===== src/npdt_pkg.sv =====
`default_nettype none
// -----------------------------------------------------------------------------
// npdt_pkg
// Shared types, constants, hash helpers and the decimal step for the name/pid directory table.
// -----------------------------------------------------------------------------
package npdt_pkg;

   // table length is 2^SLOT_W - 1, so a slot is a fold of SLOT_W-bit chunks
   localparam int SLOT_W    = 10;
   localparam int TABLE_LEN = (1 << SLOT_W) - 1;
   localparam int HASH_W    = 64;
   localparam int FOLD_N    = (HASH_W + SLOT_W - 1) / SLOT_W;
   localparam int FOLD_W    = SLOT_W + $clog2(FOLD_N);
   localparam int CNT_W     = $clog2(HASH_W);
   localparam int DIGITS    = 20;
   localparam int BCD_W     = 4 * DIGITS;
   localparam int Q_DEPTH   = 2;
   localparam int Q_PTR_W   = $clog2(Q_DEPTH);

   localparam logic [HASH_W-1:0] FNV_BASIS = 64'hcbf29ce484222325;
   localparam logic [7:0]        ASCII_0   = 8'h30;

   typedef enum logic [1:0] {
      OP_ADD      = 2'd0,
      OP_LOOKUP   = 2'd1,
      OP_REM_NAME = 2'd2,
      OP_REM_PID  = 2'd3
   } op_type;

   typedef enum logic [1:0] {
      ST_OK        = 2'd0,
      ST_NOTFOUND  = 2'd1,
      ST_PIDTAKEN  = 2'd2,
      ST_NAMETAKEN = 2'd3
   } status_type;

   // One finished request handed from front to back.
   typedef struct packed {
      op_type              op;
      logic [HASH_W-1:0]   nhash;
      logic [HASH_W-1:0]   pid;
   } cmd_type;

   // FNV-1a step: xor byte, multiply by 0x100000001b3 (shift-add form).
   function automatic logic [HASH_W-1:0] fnv_step(input logic [HASH_W-1:0] h,
                                                  input logic [7:0] b);
      logic [HASH_W-1:0] x;
      x = h ^ {56'd0, b};
      return (x << 40) + (x << 8) + (x << 7) + (x << 5) + (x << 4) + (x << 1) + x;
   endfunction

   // Hash modulo TABLE_LEN: 2^SLOT_W == 1 mod TABLE_LEN, so sum the chunks,
   // fold the carry bits back in, then one compare and subtract.
   function automatic logic [SLOT_W-1:0] slot_of(input logic [HASH_W-1:0] h);
      logic [FOLD_N*SLOT_W-1:0] x;
      logic [FOLD_W-1:0]        s;
      logic [SLOT_W:0]          f;
      x = (FOLD_N*SLOT_W)'(h);
      s = '0;
      for (int i = 0; i < FOLD_N; i++) begin
         s = s + FOLD_W'(x[SLOT_W*i +: SLOT_W]);
      end
      f = (SLOT_W+1)'(s[SLOT_W-1:0]) + (SLOT_W+1)'(s[FOLD_W-1:SLOT_W]);
      if (f >= (SLOT_W+1)'(TABLE_LEN)) f = f - (SLOT_W+1)'(TABLE_LEN);
      return f[SLOT_W-1:0];
   endfunction

   // One double-dabble step: adjust digits, shift in one binary bit.
   function automatic logic [BCD_W-1:0] dd_step(input logic [BCD_W-1:0] v,
                                                input logic b);
      logic [BCD_W-1:0] t;
      t = v;
      for (int i = 0; i < DIGITS; i++) begin
         if (t[4*i +: 4] >= 4'd5) t[4*i +: 4] = t[4*i +: 4] + 4'd3;
      end
      return {t[BCD_W-2:0], b};
   endfunction

endpackage
`default_nettype wire


===== src/npdt_queue.sv =====
`default_nettype none
// -----------------------------------------------------------------------------
// npdt_queue
// Short command FIFO between front and back.
// -----------------------------------------------------------------------------
module npdt_queue (
   input  wire               clock,
   input  wire               reset,
   input  wire               push,
   input  npdt_pkg::cmd_type push_data,
   input  wire               pop,
   output logic              full,
   output logic              valid,
   output npdt_pkg::cmd_type pop_data
);
   npdt_pkg::cmd_type             mem_ff [npdt_pkg::Q_DEPTH];
   logic [npdt_pkg::Q_PTR_W-1:0]  wr_ff, wr_in, rd_ff, rd_in;
   logic [npdt_pkg::Q_PTR_W:0]    cnt_ff, cnt_in;

   assign full     = (cnt_ff == (npdt_pkg::Q_PTR_W+1)'(npdt_pkg::Q_DEPTH));
   assign valid    = (cnt_ff != '0);
   assign pop_data = mem_ff[rd_ff];

   always_comb begin
      wr_in  = push ? wr_ff + 1'b1 : wr_ff;
      rd_in  = pop  ? rd_ff + 1'b1 : rd_ff;
      cnt_in = cnt_ff + (npdt_pkg::Q_PTR_W+1)'(push) - (npdt_pkg::Q_PTR_W+1)'(pop);
   end

   always_ff @(posedge clock) begin
      if (push) mem_ff[wr_ff] <= push_data;
   end

   always_ff @(posedge clock) begin
      if (reset) begin
         wr_ff  <= '0;
         rd_ff  <= '0;
         cnt_ff <= '0;
      end else begin
         wr_ff  <= wr_in;
         rd_ff  <= rd_in;
         cnt_ff <= cnt_in;
      end
   end
endmodule
`default_nettype wire


===== config.mk =====
export PLATFORM = sky130hd
export DESIGN_NAME = npdt_queue
export DESIGN_NICKNAME = d
export VERILOG_FILES = /design/src/npdt_pkg.sv /design/src/npdt_queue.sv
export SDC_FILE = /design/constraint.sdc
export NUM_CORES = 1
export LEC_CHECK = 0
export BUFFER_PORTS_ARGS = -buffer_cell sky130_fd_sc_hd__buf_4
export CORE_ASPECT_RATIO = 1.25
export CORE_UTILIZATION = 30
export CTS_BUF_LIST = sky130_fd_sc_hd__clkbuf_8
export CTS_CLUSTER_SIZE = 40
export DETAILED_ROUTE_END_ITERATION = 7
export GPL_TIMING_DRIVEN = 0
export PLACE_DENSITY = 0.58
export SKIP_CTS_REPAIR_TIMING = 1
export SLEW_MARGIN = 20
export SYNTH_ARGS = -nofsm -noshare
export SYNTH_HDL_FRONTEND = slang
export SYNTH_SLANG_ARGS = --single-unit

===== constraint.sdc =====
create_clock -name clock -period 9.6 [get_ports clock]
set_input_delay 0.48 -clock clock [delete_from_list [all_inputs] [get_ports clock]]
set_output_delay 0.48 -clock clock [all_outputs]
set_load 0.01 [all_outputs]

==> run_results.csv <==
group,metric,value,unit
run_status,status,"completed",
cts,clock_path_buffers,3,
worst_setup_path,start_kind,"flop",
placed_design,dp_slack,7.66,ns
yosys,synth.distinct_cells,14,
route,top_layer,"met4",
sta,fin_skew,0.0101,ns
cts,h-tree-depth,2,
sta,setup_viol,0,
route,viasPerCell,4.28,
sta,fin_crit_sh,0.249,
route,wl_met2,10900,um
yosys,syn_avg_cell_area,22.6,um^2
final_layout,syn_to_final_growth,35.5,%
power_and_ir_drop,peakVddDrop,0.113,mV
sta,setup_slack,7.21,ns
final_layout,final_cells,1181,
sta,hold_viol,0,
final_layout,post-route-cell-area,0.0130,mm^2
sta,slew_violations,0,
hold_path,worstHoldPathCells,1,
hold_path,min_from,"push_data[93]",
placed_design,io_buffer_count,265,
global_route,antenna_found_initial,2,
power_and_ir_drop,pwr_density_cell,197,mW/mm^2
flow_run,maxCapViolCount,0,
floorplanning,dieHeight,202,um
yosys,ys_seq_area_frac,0.822,
yosys,synth.area.top_cells,"edfxtp_1 81%, mux2_2 15%, buf_6 1.2%",
yosys,yosysMostFrequentCell,"edfxtp_1",
yosys,synth_top_area_frac,0.811,
floorplanning,initial_utilization,0.308,
hold_path,min_to,"mem_ff[1][93]",
route,drc,0,
floorplanning,ios,266,
sta,clock.fmax,0.419,GHz
worst_setup_path,reg2reg_setup_slack,7.85,ns
cts,cts_made_buffers,44,
cts,cts_tree,"yes",
worst_setup_path,rr_worst_depth,2,
hold_path,hp-class,"in -> reg",
worst_setup_path,rr_startpoint,"wr_ff",
global_route,grt.total_usage,0.125,
sta,min_period,2.39,ns
yosys,post_synth_instance_area,0.00963,mm^2
floorplanning,coreArea,0.0313,mm^2
global_route,grt_pass1_wl,30600,um
floorplanning,die_area,0.0328,mm^2
route,vias,5056,
global_route,overflow,0,
power_and_ir_drop,leakage,0.00489,uW
yosys,async_flop_share,0,
placed_design,placedInstanceArea,0.0123,mm^2
cts,cts_root_buf,"clkbuf_8",
sta,maxSlewHeadroom,0.534,
route,firstDrtPassIters,4,
route,wirelength_met1,7180,um
placed_design,hpwlAfterDp,13800,um
sta,finalSetupTns,0,ns
route,antenna_left,0,
placed_design,gp_congestion,0.694,
worst_setup_path,timing.rr.end,"mem_ff[1][110]",
global_route,grt_pass1_vias,5489,
worst_setup_path,critical_path_class,"reg -> out",
sta,hold_slack,0.109,ns
route,drt-total-wl,20500,um
cts,clkLatencyLatePin,0.55,ns
yosys,ys.flop_type,"edfxtp_1",
floorplanning,die_x,162,um
worst_setup_path,cp_data_arrival_time,1.91,ns
sta,grt_setup_unrepaired,"false",
cts,clk_pin_slew,0.06,ns
final_layout,layout-drive-gt1-share,0.605,
yosys,yosys.area.top_type,"edfxtp_1",
route,met3_length,1770,um
yosys,yosysWarnings,0,
worst_setup_path,cp.required,9.12,ns
cts,clkSinkCount,265,
global_route,grt_max_degree,49,
final_layout,nets,880,
yosys,ys_seq_elements,265,
yosys,synthCells,425,
route,drt_iter0_markers,268,
sta,worst_pin_slew,0.699,ns
yosys,synth_edf_count,260,
worst_setup_path,cp-end-kind,"output pin",
floorplanning,rows,72,
worst_setup_path,critPathMaxFanout,10,
route,wire_per_inst,17.4,um
placed_design,dp.cells,1105,
yosys,ys_top_cells_by_count,"260 x edfxtp_1, 130 x mux2_2, 10 x buf_6, 5 x dfxtp_1, 4 x nor2_1",
yosys,synth_fp_nets,561,
[through the flow]
stage                     total power (uW)   util
after detailed placement              1750  0.394
after CTS                             2620  0.417
after floorplan                       1560      -
final                                 2570  0.417
after global placement                1750  0.388
after global routing                  2690  0.417
[layout by cell type, fill, tap and decap left out]
master    instances
buf_4           266
edfxtp_1        260
mux2_2          130
clkbuf_8         45
inv_1            15
clkinv_1         14
buf_6            10
buf_12            6
dfxtp_1           5
nor2_1            4
buf_2             3
diode_2           2
nor2b_1           2
xnor2_1           2
ha_1              2
clkinv_2          2
buf_16            2
or2_2             1
and2_4            1
nor2b_4           1
xnor3_1           1
[cell type report]
cell class | instances | area [um^2]
clock inverter | 29 | 111
inverter | 2 | 7.51
multi-input combinational | 144 | 1590
buffer | 14 | 135
fill | 2893 | 18200
antenna | 2 | 5.00
sequential | 265 | 7910
tap | 407 | 509
clock buffer | 45 | 619
timing repair buffer | 273 | 2160
[sequential cells by signal, indices dropped and copies added, names as in the netlist, named ones only]
name,flops
wr_ff,1
cnt_ff,2
rd_ff,1
mem_ff,260
[worst max-delay path by stage]
stage | start | end | slack, ns | depth (start not counted)
2_1_floorplan | push | mem_ff[0][0] | 2.85 | 1
3_3_place_gp | push | mem_ff[0][96] | -1.56 | 2
3_5_place_dp | push | mem_ff[1][96] | 7.66 | 3
4_1_cts | flop | pop_data[99] | 7.11 | 4
5_1_grt | flop | pop_data[100] | 7.07 | 4
6_report | flop | pop_data[106] | 7.21 | 4
[power by group]
group	internal (uW)	switching (uW)	leakage, uW
logic	195	160	0.00199
clock network	429	423	0.000423
registers	1350	14.6	0.00248
[kinds of logic after synthesis]
family / after synthesis / synth area share
XOR/XNOR: 3 / 0.00416
AND/OR/NAND/NOR: 9 / 0.00481
multiplexers: 130 / 0.152
flip-flops: 265 / 0.822
adder cells (fa/ha/maj): 2 / 0.00260
buffers and inverters: 16 / 0.0148
[worst max-delay path: stages, from the launching register on]
cell and delay (ns):
dfxtp_1 0.35, buf_4 0.28, buf_6 0.21, mux2_2 0.35, buf_4 0.15
[per-layer routing]
layer / global-route usage / up-vias
li1: - / 2332
met1: 0.124 / 2480
met2: 0.225 / 191
met5: 0 / -
met4: 0.0539 / 0
met3: 0.0501 / 53
No activity file was read; power rests on OpenSTA's default activity.
